File: src/design/repeated_byte_vote_decoder_macros.svh
// Assertion macros shared by the repeated byte vote decoder modules.
// Depends on nothing; each asserting module provides aclk and aresetn.
`ifndef REPEATED_BYTE_VOTE_DECODER_MACROS_SVH
`define REPEATED_BYTE_VOTE_DECODER_MACROS_SVH

// Checks a property on every clock edge outside of reset.
`define RBVD_ASSERT(lbl, prop, msg) \
    lbl: assert property (@(posedge aclk) disable iff (!aresetn) prop) else $error(msg);

// Checks a property on every clock edge, reset included.
`define RBVD_ASSERT_ALWAYS(lbl, prop, msg) \
    lbl: assert property (@(posedge aclk) prop) else $error(msg);

`endif

File: src/design/rbvd_pkg.sv
// Types and constants of the repeated byte vote decoder.
// Used by rbvd_tally and the top level repeated_byte_vote_decoder.
package rbvd_pkg;

    localparam int VALUE_W     = 8;
    localparam int CFG_W       = 6;
    localparam int WCOUNT_W    = 6;
    localparam int MIN_COUNT_RESET = 6;

    // Result status codes.
    typedef enum logic [1:0] {
        STATUS_OK        = 2'd0,
        STATUS_NO_DATA   = 2'd1,
        STATUS_OVERFLOW  = 2'd2,
        STATUS_BELOW_MIN = 2'd3
    } vote_status_t;

    // One received beat.
    typedef struct packed {
        logic [VALUE_W-1:0] data;
        logic               has_byte;
        logic               last;
    } item_t;

    // One vote result.
    typedef struct packed {
        logic [VALUE_W-1:0]  value;
        vote_status_t        status;
        logic [WCOUNT_W-1:0] count;
    } result_t;

endpackage

File: src/design/repeated_byte_vote_decoder.sv
// Top level of the repeated byte vote decoder: stream ports, input and result registers.
// Depends on rbvd_pkg, rbvd_tally and repeated_byte_vote_decoder_macros.svh.
//
// Majority vote over a burst of received bytes that repeat one sent byte. Each input beat
// carries a byte in s_axis_tdata, s_axis_tuser says whether that byte is valid, and
// s_axis_tlast ends the burst. Up to MAX_DISTINCT distinct values are counted, counts
// saturate at MAX_BURST, and one more distinct value marks the burst as overflowed. The
// last beat of a burst yields one result beat with the winner (highest count, first seen
// on a tie), a status and the winner's count; the winner is accepted when its count reaches
// cfg_wr_data as last written (reset value 6). The block takes one beat every cycle unless
// input stalls; a beat is held in the input register while the tally update and the vote run
// through a single compare per tally entry, and the result register then takes the result
// of a last beat. Input stalls only when a result is waiting and a new last beat needs
// the result register.
`include "repeated_byte_vote_decoder_macros.svh"

module repeated_byte_vote_decoder #(
    parameter int MAX_DISTINCT = 3,
    parameter int MAX_BURST    = 32
) (
    input  logic                        aclk,
    input  logic                        aresetn,
    // Configuration: min_valid_count.
    input  logic                        cfg_wr_en,
    input  logic [rbvd_pkg::CFG_W-1:0]  cfg_wr_data,
    // Input channel.
    input  logic                        s_axis_tvalid,
    output logic                        s_axis_tready,
    input  logic [7:0]                  s_axis_tdata,   // [7:0] rx_byte
    input  logic                        s_axis_tuser,   // [0] has_byte
    input  logic                        s_axis_tlast,   // burst_end
    // Result channel.
    output logic                        m_axis_tvalid,
    input  logic                        m_axis_tready,
    output logic [15:0]                 m_axis_tdata    // [7:0] decoded_value,
                                                        // [9:8] vote_status,
                                                        // [15:10] winner_count
);
    import rbvd_pkg::*;

    logic              in_valid_reg, in_valid_next;
    item_t             in_item_reg;
    logic              m_valid_reg, m_valid_next;
    result_t           m_result_reg;
    result_t           vote_result;
    logic [CFG_W-1:0]  min_count_reg;
    logic              s_accept;
    logic              advance;
    logic              out_load;
    logic              reject_shown;
    logic              reject_clean;

    // Handshake: the held beat moves on unless it ends a burst and the result slot is busy.
    assign advance       = in_valid_reg &&
                           (!in_item_reg.last || !m_valid_reg || m_axis_tready);
    assign s_axis_tready = !in_valid_reg || advance;
    assign s_accept      = s_axis_tvalid && s_axis_tready;
    assign out_load      = advance && in_item_reg.last;

    assign in_valid_next = s_accept ? 1'b1 : (advance ? 1'b0 : in_valid_reg);
    assign m_valid_next  = out_load ? 1'b1 : (m_axis_tready ? 1'b0 : m_valid_reg);

    // Control registers.
    always_ff @(posedge aclk) begin
        if (!aresetn) begin
            in_valid_reg  <= 1'b0;
            m_valid_reg   <= 1'b0;
            min_count_reg <= CFG_W'(MIN_COUNT_RESET);
        end else begin
            in_valid_reg <= in_valid_next;
            m_valid_reg  <= m_valid_next;
            if (cfg_wr_en) begin
                min_count_reg <= cfg_wr_data;
            end
        end
    end

    // Payload registers.
    always_ff @(posedge aclk) begin
        if (s_accept) begin
            in_item_reg.data     <= s_axis_tdata;
            in_item_reg.has_byte <= s_axis_tuser;
            in_item_reg.last     <= s_axis_tlast;
        end
        if (out_load) begin
            m_result_reg <= vote_result;
        end
    end

    rbvd_tally #(
        .MAX_DISTINCT (MAX_DISTINCT),
        .MAX_BURST    (MAX_BURST)
    ) u_tally (
        .aclk      (aclk),
        .aresetn   (aresetn),
        .step_en   (advance),
        .item      (in_item_reg),
        .min_count (min_count_reg),
        .result    (vote_result)
    );

    assign m_axis_tvalid = m_valid_reg;
    assign m_axis_tdata  = {m_result_reg.count, m_result_reg.status, m_result_reg.value};

    // A presented rejection must carry neither a value nor a count.
    assign reject_shown = m_valid_reg && ((m_result_reg.status == STATUS_OVERFLOW) ||
                                          (m_result_reg.status == STATUS_NO_DATA));
    assign reject_clean = (m_result_reg.value == '0) && (m_result_reg.count == '0);

    `RBVD_ASSERT(a_stall_only_full, !s_axis_tready |-> in_valid_reg, "input stalled while empty")
    `RBVD_ASSERT(a_load_shows, out_load |=> m_valid_reg, "loaded result not presented")
    `RBVD_ASSERT(a_reject_zero, reject_shown |-> reject_clean, "rejected burst carries data")

endmodule

File: src/design/rbvd_tally.sv
// Tally of distinct byte values per burst and the vote at the burst end.
// Depends on rbvd_pkg and repeated_byte_vote_decoder_macros.svh.
`include "repeated_byte_vote_decoder_macros.svh"

module rbvd_tally #(
    parameter int MAX_DISTINCT = 3,
    parameter int MAX_BURST    = 32
) (
    input  logic                         aclk,
    input  logic                         aresetn,
    input  logic                         step_en,
    input  rbvd_pkg::item_t              item,
    input  logic [rbvd_pkg::CFG_W-1:0]   min_count,
    output rbvd_pkg::result_t            result
);
    import rbvd_pkg::*;

    localparam int CNT_W  = $clog2(MAX_BURST + 1);
    localparam int USED_W = $clog2(MAX_DISTINCT + 1);
    localparam int CMP_W  = (CNT_W > CFG_W) ? CNT_W : CFG_W;

    logic [VALUE_W-1:0] values_reg  [MAX_DISTINCT];
    logic [VALUE_W-1:0] values_next [MAX_DISTINCT];
    logic [CNT_W-1:0]   counts_reg  [MAX_DISTINCT];
    logic [CNT_W-1:0]   counts_next [MAX_DISTINCT];
    logic [USED_W-1:0]  used_reg, used_next;
    logic               overflow_reg, overflow_next;
    logic [MAX_DISTINCT-1:0] hit;
    logic [VALUE_W-1:0] best_value;
    logic [CNT_W-1:0]   best_count;

    // Update the tally with the byte of this beat.
    always_comb begin
        values_next   = values_reg;
        counts_next   = counts_reg;
        used_next     = used_reg;
        overflow_next = overflow_reg;
        for (int k = 0; k < MAX_DISTINCT; k++) begin
            hit[k] = (USED_W'(k) < used_reg) && (values_reg[k] == item.data);
        end
        if (item.has_byte && !overflow_reg) begin
            if (|hit) begin
                for (int k = 0; k < MAX_DISTINCT; k++) begin
                    if (hit[k] && (counts_reg[k] < CNT_W'(MAX_BURST))) begin
                        counts_next[k] = counts_reg[k] + 1'b1;
                    end
                end
            end else if (used_reg < USED_W'(MAX_DISTINCT)) begin
                for (int k = 0; k < MAX_DISTINCT; k++) begin
                    if (used_reg == USED_W'(k)) begin
                        values_next[k] = item.data;
                        counts_next[k] = CNT_W'(1);
                    end
                end
                used_next = used_reg + 1'b1;
            end else begin
                overflow_next = 1'b1;
            end
        end
    end

    // Pick the entry with the highest count; strict compare keeps the first one on a tie.
    always_comb begin
        best_value = '0;
        best_count = '0;
        for (int k = 0; k < MAX_DISTINCT; k++) begin
            if ((USED_W'(k) < used_next) && (counts_next[k] > best_count)) begin
                best_count = counts_next[k];
                best_value = values_next[k];
            end
        end
    end

    // Form the result for a burst end beat.
    always_comb begin
        result.value  = '0;
        result.count  = '0;
        if (overflow_next) begin
            result.status = STATUS_OVERFLOW;
        end else if (used_next == '0) begin
            result.status = STATUS_NO_DATA;
        end else begin
            result.count = WCOUNT_W'(best_count);
            if (CMP_W'(best_count) >= CMP_W'(min_count)) begin
                result.status = STATUS_OK;
                result.value  = best_value;
            end else begin
                result.status = STATUS_BELOW_MIN;
            end
        end
    end

    // Fill count and overflow flag; both clear at the end of each burst.
    always_ff @(posedge aclk) begin
        if (!aresetn) begin
            used_reg     <= '0;
            overflow_reg <= 1'b0;
        end else if (step_en) begin
            if (item.last) begin
                used_reg     <= '0;
                overflow_reg <= 1'b0;
            end else begin
                used_reg     <= used_next;
                overflow_reg <= overflow_next;
            end
        end
    end

    // Tally entries; only entries below the fill count are ever read.
    always_ff @(posedge aclk) begin
        if (step_en) begin
            values_reg <= values_next;
            counts_reg <= counts_next;
        end
    end

    `RBVD_ASSERT(a_overflow_full, overflow_reg |-> (used_reg == USED_W'(MAX_DISTINCT)), "overflow with free entries")
    `RBVD_ASSERT(a_clear_on_last, (step_en && item.last) |=> ((used_reg == '0) && !overflow_reg), "tally not cleared at burst end")
    `RBVD_ASSERT(a_used_grows, (step_en && !item.last) |=> (used_reg >= $past(used_reg)), "fill count dropped inside a burst")

endmodule
File: config.mk
export PLATFORM = sky130hd
export DESIGN_NAME = repeated_byte_vote_decoder
export DESIGN_NICKNAME = d
export VERILOG_FILES = /design/src/design/rbvd_pkg.sv /design/src/design/repeated_byte_vote_decoder.sv /design/src/design/rbvd_tally.sv
export VERILOG_INCLUDE_DIRS = /design/src /design/src/design
export SDC_FILE = /design/constraint.sdc
export NUM_CORES = 1
export LEC_CHECK = 0
export BUFFER_PORTS_ARGS = -buffer_cell sky130_fd_sc_hd__clkbuf_2
export CORE_MARGIN = 3
export CORE_UTILIZATION = 45
export CTS_CLUSTER_DIAMETER = 100
export CTS_CLUSTER_SIZE = 10
export DETAILED_ROUTE_END_ITERATION = 8
export GPL_TIMING_DRIVEN = 0
export PLACE_DENSITY = 0.73
export SLEW_MARGIN = 20
export SYNTH_ARGS = -nofsm -noshare
export SYNTH_HDL_FRONTEND = slang
export SYNTH_SLANG_ARGS = --single-unit
File: constraint.sdc
create_clock -name aclk -period 12.8 [get_ports aclk]
set_input_delay 0 -clock aclk [delete_from_list [all_inputs] [get_ports aclk]]
set_output_delay 0 -clock aclk [all_outputs]
set_load 0.01 [all_outputs]
# ---- Yosys cells after proc, flatten, opt, wreduce, memory -nomap -nowiden
# Index checks and enable logic that the tools add are counted.
dict set report totals {
  elab_cells 103
  in_bits 21
  reg_bits 79
}
dict set report op_classes {
  add_sub_neg 4
  n_bitwise 1
  reduce_logical 27
  n_eq_ne 5
  n_lt_le_gt_ge 14
  n_mux 35
}
# cell n
set op_table {}
lappend op_table {{24-bit two-way mux} 3}
lappend op_table {{18-bit two-way mux} 3}
lappend op_table {{6-bit two-way mux} 9}
lappend op_table {{8-bit two-way mux} 6}
lappend op_table {{8-bit == test} 3}
lappend op_table {{6-bit by 1-bit adder with 6-bit output (second input constant)} 3}
lappend op_table {{6-bit < comparator (second input constant)} 3}
lappend op_table {{1-bit logical AND} 13}
lappend op_table {{6-bit > comparator} 2}
lappend op_table {{2-bit two-way mux} 6}
lappend op_table {{1-bit by 2-bit < comparator with 1-bit output (first input constant)} 4}
lappend op_table {{1-bit two-way mux} 8}
lappend op_table {{6-bit >= comparator} 1}
lappend op_table {{6-bit by 1-bit > comparator with 1-bit output (second input constant)} 1}
lappend op_table {{3-bit OR reduction} 2}
lappend op_table {{1-bit logical NOT} 4}
lappend op_table {{2-bit logical NOT} 2}
lappend op_table {{2-bit < comparator (first input constant)} 2}
lappend op_table {{2-bit nonzero test} 2}
lappend op_table {{1-bit logical OR} 3}
lappend op_table {{2-bit by 1-bit adder with 2-bit output (second input constant)} 1}
lappend op_table {{2-bit by 1-bit == test with 1-bit output (second input constant)} 1}
lappend op_table {{2-bit == test (second input constant)} 1}
lappend op_table {{2-bit < comparator (second input constant)} 1}
lappend op_table {{other kinds (2)} 2}

# ---- Logic depth before layout (Yosys ltp)
dict set report depth {
  ltp_word 18
  mapped_depth 36
}

# ---- Modules after synthesis
# From an unflattened synthesis, not the netlist that was laid out.
dict set report hier_totals {
  cells_unflattened 458
  area_unflattened_um2 4941.0
}
# module cells_each seq_area_each_um2 area_each_um2 n_inst
set by_module_without_submodules {}
lappend by_module_without_submodules {rbvd_tally 401 1321.3 3818.7 1}
lappend by_module_without_submodules {repeated_byte_vote_decoder 57 940.9 1122.3 1}

# ---- Worst setup path before layout
# No wires, ideal clock.
dict set report synth_timing {
  path_kind {reg-to-reg}
  start {register in_item_reg[2] (netlist bit)}
  end {register m_result_reg (netlist bit m_axis_tdata[0]) (data pin)}
  arrival_ns 6.372
  setup_ns 0.258
  path_slack_ns 6.170
  synth_period_minus_slack_ns 6.630
  path_buffers 4
  stages_incl_launch_ff 36
  path_cell_list {edfxtp_1 > buf_4 > xnor2_1 > nand4_2 > or3_1 > buf_2 > nand4_1 > buf_2 > inv_1 > nor2_1 > ha_1 > nor2b_1 > o21a_1 > o21ai_0 > a21oi_1 > o221ai_2 > and3_2 > nor2_1 > ha_1 > nor2b_1 > o21a_1 > o21a_1 > o211ai_1 > a211oi_2 > inv_1 > clkbuf_8 > mux2_2 > ha_1 > nand2b_1 > a21o_1 > a21o_1 > a21o_1 > a21o_1 > a21oi_1 > nor2_4 > o221a_1}
}
# item line_no
set synth_rtl {}
lappend synth_rtl {{start, declared} repeated_byte_vote_decoder.sv:42} ;# item_t in_item_reg;
lappend synth_rtl {{end signal, assigned} repeated_byte_vote_decoder.sv:86} ;# m_result_reg <= vote_result;
lappend synth_rtl {{end, declared} repeated_byte_vote_decoder.sv:44} ;# result_t m_result_reg;

==> results.ini <==
[outcome]
outcome = completed

[floorplan]
die_y_um = 112.3
ios = 39
die_area_um2 = 12620
core_um2 = 10940
num_rows = 38
initial_utilization = 0.4652
die_x_um = 112.3

[critical_path]
crit_type = register to register
ff2ff_path_depth = 36
arrival_ns = 8.00
endpoint_kind = register
critPathSlowestCell = o221ai_2
cp.depth = 36
startpoint_type = register
critPathTopFamily = compound AO/OA/AOI/OAI gates
slowest_delay_ns = 0.47
cpMostUsedCell = a21o_1
cp_num_buf_inv = 8
worstPathMaxFanout = 10
critical_path_required_ns = 12.88

[worst_hold_path]
hold_class = primary input to register
hold-path-cell-count = 2

[sta]
finClkSkew_ns = 0.01294
finalHoldViolCount = 0
fmax_mhz = 126.4
post-route-min-period_ns = 7.914
setup_tns_ns = 0
period_share = 0.6183
slew_violations = 0
relSlewSlack = 0.4441
tightest_slew_ns = 0.8262
setup_violations = 0
rsz0062_at_grt = false

[global_routing]
grt_pass1_wl_um = 19600
grt_start_max_net_pins = 20
grt_overflow_total = 0
grt_pass1_vias = 3907
grt_usage = 0.1966
grt_antenna_before_repair = 0

[cells_and_area]
layout_common_cells = edfxtp_1 (68), nand2_1 (42), clkbuf_2 (36)
nets = 566
drive_gt1_frac = 0.2462
num_antenna_cells = 0
largest_reg_flops = 24
mostFrequentLayoutCell = edfxtp_1
syn2layout_area_growth_pct = 16.82
final_cells = 668

[synth]
netlist_instances = 458
synth_seq_cells = 79
syn_area_per_cell_um2 = 11.11
synth_async_sr_flop_share = 0
yosys_warnings = 0
ys_types = 68
synth_ff_type = edfxtp_1
yosysSeqAreaShare = 0.4447
synth_edf_count = 68
synth_nets = 500
netlist_area_um2 = 5087

[routing]
via_per_inst = 5.763
wl_per_cell_um = 17.70
drtPass1Iterations = 5
final_antenna_net_count = 0
wl_um = 11820
drc_errors = 0
drtIter0Drc = 259
vias = 3850

[clock_tree]
clock_latency_ns = 0.34
ctsHoldBuffers = 17
htreeDepth = 3
cts.sinks = 79
cts_resized = 0
cts_buffer_depth = 2
cts_setup_buffers = 0
cts_tree = done
cts_inserted_buffers = 9
cts_root_buf = clkbuf_16
clkTransAtPathRegs_ns = 0.06

[place]
dp.cells = 636
routabilityCongestion = 0.8929
place_hpwl_um = 8537
io_buffers = 36

[job]
drv_cap = 0

[power]
peakVddDrop_v = 0.00007589
power.density_nw_per_um2 = 103.1
leakage_nw = 2.352

==> metal layers <==
layer  global-route usage  vias to the layer above  share of wire
met5                    0                        -              0
met4              0.09455                        0          0.034
met3              0.04097                       35          0.052
met2               0.3067                      148           0.46
met1               0.2616                     1829           0.46
li1                     -                     1838              -
==> worst reg2reg max path, delay by kind of cell, from the launching register on <==
| kind | cells | cell delay [ns] |
|---|---|---|
| muxes | 2 | 0.60 |
| DFF | 1 | 0.35 |
| AOI/OAI and AO/OA | 14 | 2.85 |
| adders and majority gates | 3 | 0.71 |
| xor gates and xnor gates | 1 | 0.24 |
| buffers and inverters | 8 | 1.43 |
| and+or+nand+nor | 8 | 1.46 |
==> cells by family after synthesis <==
group / synth area share
and+or+nand+nor: 0.1623
AOI/OAI and AO/OA: 0.1427
DFF: 0.4447
buffers and inverters: 0.06444
muxes: 0.08952
xor gates and xnor gates: 0.04476
adders and majority gates: 0.05165
==> layout make-up <==
| class | count | area [um^2] |
|---|---|---|
| multi-input cells | 328 | 2515 |
| fillers | 936 | 4992 |
| well taps | 140 | 175.2 |
| repair buffers | 55 | 405.4 |
| clock inverters | 3 | 21.27 |
| inverters | 23 | 86.33 |
| plain buffers | 28 | 241.5 |
| clock buffers | 12 | 236.5 |
| flip-flops and latches | 79 | 2262 |
==> synth_stat cells, types with 7 or more instances <==
cell type   n  area (um^2)
a21o_1      9        67.56
a21oi_1    12        60.06
and2_1      8        50.05
and3_2     10        75.07
clkbuf_1    7        26.28
dfxtp_1    11        220.2
edfxtp_1   68         2042
ha_1       21        262.8
inv_1      23        86.33
mux2_2     28        315.3
mux2i_1    14        140.1
nand2_1    42        157.7
nand3_1    15        75.07
nand4_1     8        50.05
nor2_1     13        48.80
nor2b_1     9        56.30
nor3_1     10        50.05
o21a_1     12        90.09
o21ai_0     9        45.04
o221a_1     8        90.09
xnor2_1    19        166.4
xor2_1      7        61.31
==> path summary, 6_finish.rpt <==
kind	from	end	slack (ns)
hold / removal	aresetn	min_count_reg[1]	0.03
setup / recovery	in_item_reg[4]	m_axis_tdata[5]	4.89
hold reg to reg	min_count_reg[1]	min_count_reg[1]	0.49
setup reg to reg	in_item_reg[4]	m_axis_tdata[5]	4.89
==> metrics by stage <==
stage               hold WS (ns)  area (um^2)  setup slack (ns)  total power [mW]  utilization
floorplan                0.09887         5087             6.170            0.3608            -
global placement          0.1766         5443             5.241            0.3792       0.4977
detailed placement        0.1786         5509             5.017            0.3835       0.5038
CTS                      0.01675         5937             4.974            0.6155       0.5429
global route             0.08677         5943             4.498            0.6379       0.5435
finish                   0.03267         5943             4.886            0.6125       0.5435
==> power by group <==
| group | internal [mW] | switching (mW) | leakage (nW) |
|---|---|---|---|
| sequential | 0.292 | 0.00638 | 0.733 |
| clock | 0.130 | 0.0985 | 0.123 |
| combinational | 0.0399 | 0.0453 | 1.50 |
| total | 0.462 | 0.150 | 2.35 |
Note: power is estimated with default switching activity, not from simulation.
